**src/rtl/plp_pkg.sv**
```systemverilog
// ----------------------------------------------------------------------------
// plp_pkg
// Shared widths, register codes and fixed-point helpers for the particle push.
// ----------------------------------------------------------------------------
package plp_pkg;

	localparam int DATA_W  = 32;
	localparam int FRAC_W  = 16;
	localparam int MASS_W  = 31;
	localparam int DT_W    = 31;
	localparam int PROD_W  = DATA_W + DT_W;
	localparam int INC_W   = 41;
	localparam int QB      = INC_W;
	localparam int REM_W   = MASS_W + 2;
	localparam int SUM_W   = INC_W + 3;
	localparam int LANE_LAT = QB + 5;
	localparam int ADDR_W  = 3;

	localparam logic [DT_W-1:0] DT_RESET = DT_W'(65536);

	typedef logic signed [DATA_W-1:0] word_t;
	typedef logic [DATA_W-1:0]        mag_t;
	typedef logic [PROD_W-1:0]        prod_t;
	typedef logic [INC_W-1:0]         inc_t;

	typedef enum logic {
		REG_TIME_STEP   = 1'b0,
		REG_SCHEME_MODE = 1'b1
	} reg_idx_t;

	typedef enum logic {
		MODE_KDK = 1'b0,
		MODE_DKD = 1'b1
	} mode_t;

	localparam inc_t INC_CAP = inc_t'(1) << (INC_W - 1);

	function automatic mag_t mag(input word_t a);
		mag = a[DATA_W-1] ? mag_t'(-a) : mag_t'(a);
	endfunction

	function automatic inc_t cap(input prod_t p);
		cap = (p > prod_t'(INC_CAP)) ? INC_CAP : p[INC_W-1:0];
	endfunction

	function automatic word_t sat_add(input word_t b, input inc_t i, input logic neg);
		logic signed [SUM_W-1:0] s;
		logic signed [SUM_W-1:0] hi;
		logic signed [SUM_W-1:0] lo;
		s  = neg ? (SUM_W'(b) - $signed({3'b000, i})) : (SUM_W'(b) + $signed({3'b000, i}));
		hi = SUM_W'($signed({1'b0, {(DATA_W-1){1'b1}}}));
		lo = SUM_W'($signed({1'b1, {(DATA_W-1){1'b0}}}));
		if (s > hi) begin
			sat_add = hi[DATA_W-1:0];
		end else if (s < lo) begin
			sat_add = lo[DATA_W-1:0];
		end else begin
			sat_add = s[DATA_W-1:0];
		end
	endfunction

endpackage

```
**src/rtl/plp_if.sv**
```systemverilog


interface plp_out_if;
	logic               valid;
	logic               ready;
	plp_pkg::word_t     new_pos_x;
	plp_pkg::word_t     new_pos_y;
	plp_pkg::word_t     new_pos_z;
	plp_pkg::word_t     new_vel_x;
	plp_pkg::word_t     new_vel_y;
	plp_pkg::word_t     new_vel_z;
	logic               last_out;

	modport source (output valid, new_pos_x, new_pos_y, new_pos_z, new_vel_x,
		new_vel_y, new_vel_z, last_out, input ready);
	modport sink (input valid, new_pos_x, new_pos_y, new_pos_z, new_vel_x,
		new_vel_y, new_vel_z, last_out, output ready);
endinterface

```
**src/rtl/plp_merge.sv**
```systemverilog
// ----------------------------------------------------------------------------
// plp_merge
// Gathers the three lane results into the output register and runs flow control.
// ----------------------------------------------------------------------------
module plp_merge (
	input  logic            clk,
	input  logic            arst_n,
	input  logic            lane_vld,
	input  logic            lane_last,
	input  plp_pkg::word_t  px,
	input  plp_pkg::word_t  py,
	input  plp_pkg::word_t  pz,
	input  plp_pkg::word_t  vx,
	input  plp_pkg::word_t  vy,
	input  plp_pkg::word_t  vz,
	output logic            en,
	plp_out_if.source       out_ch
);
	import plp_pkg::*;

	logic out_vld_q;

	assign en           = !out_vld_q || out_ch.ready;
	assign out_ch.valid = out_vld_q;

	always_ff @(posedge clk or negedge arst_n) begin
		if (!arst_n) begin
			out_vld_q <= 1'b0;
		end else if (en) begin
			out_vld_q <= lane_vld;
		end
	end

	always_ff @(posedge clk) begin
		if (en) begin
			out_ch.new_pos_x <= px;
			out_ch.new_pos_y <= py;
			out_ch.new_pos_z <= pz;
			out_ch.new_vel_x <= vx;
			out_ch.new_vel_y <= vy;
			out_ch.new_vel_z <= vz;
			out_ch.last_out  <= lane_last;
		end
	end

endmodule
```
**src/flat_wrapper.sv**
```systemverilog
// flat-port wrapper written by rule: the top's interface ports become plain ports
module plp_merge_flat import plp_pkg::*;
  (clk, arst_n, lane_vld, lane_last, px, py, pz, vx, vy, vz, en, out_ch_valid, out_ch_new_pos_x, out_ch_new_pos_y, out_ch_new_pos_z, out_ch_new_vel_x, out_ch_new_vel_y, out_ch_new_vel_z, out_ch_last_out, out_ch_ready);
  plp_out_if out_ch_i ();
  input  logic clk;
  input  logic arst_n;
  input  logic lane_vld;
  input  logic lane_last;
  input  plp_pkg::word_t px;
  input  plp_pkg::word_t py;
  input  plp_pkg::word_t pz;
  input  plp_pkg::word_t vx;
  input  plp_pkg::word_t vy;
  input  plp_pkg::word_t vz;
  output logic en;
  output wire logic [$bits(out_ch_i.valid)-1:0] out_ch_valid;
  output wire logic [$bits(out_ch_i.new_pos_x)-1:0] out_ch_new_pos_x;
  output wire logic [$bits(out_ch_i.new_pos_y)-1:0] out_ch_new_pos_y;
  output wire logic [$bits(out_ch_i.new_pos_z)-1:0] out_ch_new_pos_z;
  output wire logic [$bits(out_ch_i.new_vel_x)-1:0] out_ch_new_vel_x;
  output wire logic [$bits(out_ch_i.new_vel_y)-1:0] out_ch_new_vel_y;
  output wire logic [$bits(out_ch_i.new_vel_z)-1:0] out_ch_new_vel_z;
  output wire logic [$bits(out_ch_i.last_out)-1:0] out_ch_last_out;
  input wire logic [$bits(out_ch_i.ready)-1:0] out_ch_ready;
  assign out_ch_valid = out_ch_i.valid;
  assign out_ch_new_pos_x = out_ch_i.new_pos_x;
  assign out_ch_new_pos_y = out_ch_i.new_pos_y;
  assign out_ch_new_pos_z = out_ch_i.new_pos_z;
  assign out_ch_new_vel_x = out_ch_i.new_vel_x;
  assign out_ch_new_vel_y = out_ch_i.new_vel_y;
  assign out_ch_new_vel_z = out_ch_i.new_vel_z;
  assign out_ch_last_out = out_ch_i.last_out;
  assign out_ch_i.ready = out_ch_ready;
  plp_merge u_core (.clk(clk), .arst_n(arst_n), .lane_vld(lane_vld), .lane_last(lane_last), .px(px), .py(py), .pz(pz), .vx(vx), .vy(vy), .vz(vz), .en(en), .out_ch(out_ch_i));
endmodule
```
**config.mk**
```make
export PLATFORM = sky130hd
export DESIGN_NAME = plp_merge_flat
export DESIGN_NICKNAME = d
export VERILOG_FILES = /design/src/rtl/plp_pkg.sv /design/src/rtl/plp_if.sv /design/src/rtl/plp_merge.sv /design/src/flat_wrapper.sv
export SDC_FILE = /design/constraint.sdc
export NUM_CORES = 1
export LEC_CHECK = 0
export BUFFER_PORTS_ARGS = -buffer_cell sky130_fd_sc_hd__buf_2
export CORE_AREA = 5 5 149 151
export DETAILED_ROUTE_END_ITERATION = 6
export DIE_AREA = 0 0 154 156
export SETUP_SLACK_MARGIN = 0.4
export SYNTH_ARGS = -nofsm -noshare
export SYNTH_HDL_FRONTEND = slang
export SYNTH_SLANG_ARGS = --single-unit
```
**constraint.sdc**
```tcl
create_clock -name clk -period 2.9 [get_ports clk]
set_clock_uncertainty 0.05 [all_clocks]
set_input_delay 0.58 -clock clk [delete_from_list [all_inputs] [get_ports clk]]
set_output_delay 0.58 -clock clk [all_outputs]
set_load 0.02 [all_outputs]
```
==> impl_metrics.json <==
{
  "worstPathRequired_ns": 2.27,
  "critPathMaxFanout": 32,
  "vias": 3565,
  "diodes": 0,
  "antenna_found_initial": 0,
  "die-area_mm2": 0.02402,
  "setup_viol": 0,
  "rsz0062_at_grt": "no",
  "mostFrequentLayoutCell": "buf_2",
  "finalCritPeriodShare": 0.7197,
  "pre_cts_slack_ns": 0.9388,
  "netlist_instances": 196,
  "drt_iter0_drc": 170,
  "cts_buffers": 17,
  "grt_pass1_wl_um": 22940,
  "path_class": "flop to output pin",
  "crit_arrival_ns": 1.46,
  "grt_max_degree": 71,
  "finalSetupTns_ns": 0,
  "avgSynthCellArea_um2": 29.81,
  "dp_hpwl_um": 12860,
  "slew_headroom": 0.6966,
  "die_h_um": 156,
  "worstSetupEndpointType": "output pin",
  "rows": 53,
  "post_drt_wl_per_cell_um": 17.89,
  "reg2reg_depth": 2,
  "drv_cap": 0,
  "finalNonFillerCells": 900,
  "seq_area_frac_synth": 0.9961,
  "hold_path_depth": 1,
  "drive_above_1_share": 0.6832,
  "final_util": 0.4237,
  "cts.clk_slew.worst_paths_ns": 0.07,
  "dr.pass1.iters": 4,
  "synthesis.area_mm2": 0.005843,
  "status": "completed",
  "total_leakage_power_nw": 3.807,
  "synth_cell_types": 4,
  "drc": 0,
  "grt.total_usage": 0.1265,
  "die-width_um": 154,
  "cts_sinks": 194,
  "startpoint_type": "flop",
  "start_util": 0.2824,
  "grt_pass1_vias": 3932,
  "grt_overflow": 0,
  "power.total_w": 0.006228,
  "timing.fmax_ghz": 0.4791,
  "htree_levels": 4,
  "worst_pin_slew_ns": 0.4548,
  "routed_wl_um": 16100,
  "syn-num-nets": 393,
  "dp.cells": 867,
  "clock_tree.root_cell": "clkbuf_16",
  "cpPeakStageDelay_ns": 0.41,
  "fin_nets": 809,
  "portBuffers": 391,
  "worst_slack_ns": 0.8129,
  "ios": 392,
  "path_cells": "nand2b_4 > buf_2",
  "routed_via_density": 3.961,
  "synth_seq_cells": 194,
  "syn_to_final_growth_pct": 50.04,
  "cts_tree": "done",
  "clock_path_buffers": 2,
  "core_mm2": 0.02069,
  "ant_nets": 0,
  "hold_class": "primary input to flop",
  "vdd_ir_drop_max_v": 0.0003609,
  "slew_violations": 0,
  "insertion_delay_ns": 0.42,
  "layout_common_cells": "buf_2, edfxtp_1, clkbuf_16",
  "cts.repair.resized": 0,
  "power_density_mw_per_mm2": 710.3,
  "ys_warn_count": 0,
  "min_period_ns": 2.087,
  "hold_viol_final": 0,
  "cp_slowest_cell": "dfrtp_1",
  "gp_congestion": 0.8366
}
[registers in the layout (all words and copies together) (netlist names)]
register                 count
u_core.out_ch.new_vel_y     32
u_core.out_ch.last_out       1
u_core.out_ch.new_vel_z     32
u_core.out_ch.new_pos_y     32
u_core.out_ch.new_pos_x     32
u_core.out_ch.new_vel_x     32
u_core.out_ch.valid          1
u_core.out_ch.new_pos_z     32
[layer usage]
layer	wire, um	global-route usage	vias up
met2	8370	0.2178	232
met4	235	0.03953	0
li1	-	-	1629
met5	0	0	-
met3	1760	0.06186	14
met1	5738	0.1382	1690
[logic make-up (layout without fill, tap and decap cells)]
family | after synthesis | count (layout) | synth area share
flops | 194 | 194 | 0.9961
simple gates | 2 | 2 | 0.003854
buf+inv | 0 | 429 | 0
[cell type report]
class | count | area, um^2
Clock buffer | 17 | 425.4
Clock inverter | 15 | 125.1
Fill cell | 1914 | 11920
Multi-Input combinational cell | 2 | 22.52
Sequential cell | 194 | 5821
Tap cell | 275 | 344.1
Timing Repair Buffer | 397 | 2029
[critical path, delay by kind of cell (launching register included)]
kind	cells	cell delay, ns
DFF	1	0.41
and+or+nand+nor	1	0.37
buffers and inverters	1	0.25
[where the power goes]
| part | switching (W) | internal (W) | total (W) |
|---|---|---|---|
| Clock | 0.00106 | 0.00113 | 0.00219 |
| Sequential | 0.0000512 | 0.00332 | 0.00337 |
| Combinational | 0.000442 | 0.000229 | 0.000672 |
| Total | 0.00156 | 0.00467 | 0.00623 |
[through the flow]
step	hold WS, ns	area [um^2]
after floorplan	0.2344	5843
after global routing	0.2479	8767
final	0.2781	8767
after global placement	0.3068	8207
after CTS	0.2484	8767
after detailed placement	0.3085	8207
[Yosys cell counts]
library cell	n	area [um^2]
nand2b_4	1	13.76
dfrtp_1	1	25.02
nand2b_2	1	8.760
edfxtp_1	193	5796
[path summary, 6_finish.rpt]
check                           slack [ns]           startpoint                     endpoint
worst max-delay path                  0.81  u_core.out_ch.valid                           en
worst min-delay path                  0.28               vz[27]  u_core.out_ch.new_vel_z[27]
worst max register to register        1.29  u_core.out_ch.valid   u_core.out_ch.new_vel_x[5]
worst min register to register        0.80  u_core.out_ch.valid          u_core.out_ch.valid
max in group asynchronous             2.27               arst_n          u_core.out_ch.valid
min in group asynchronous             0.44               arst_n          u_core.out_ch.valid
[what timing repair did]
item,in CTS,in global routing
setup buffers,0,0
hold buffers,1,0
endpoints found under the hold margin,1,0
(Power assumes the default switching activity.)
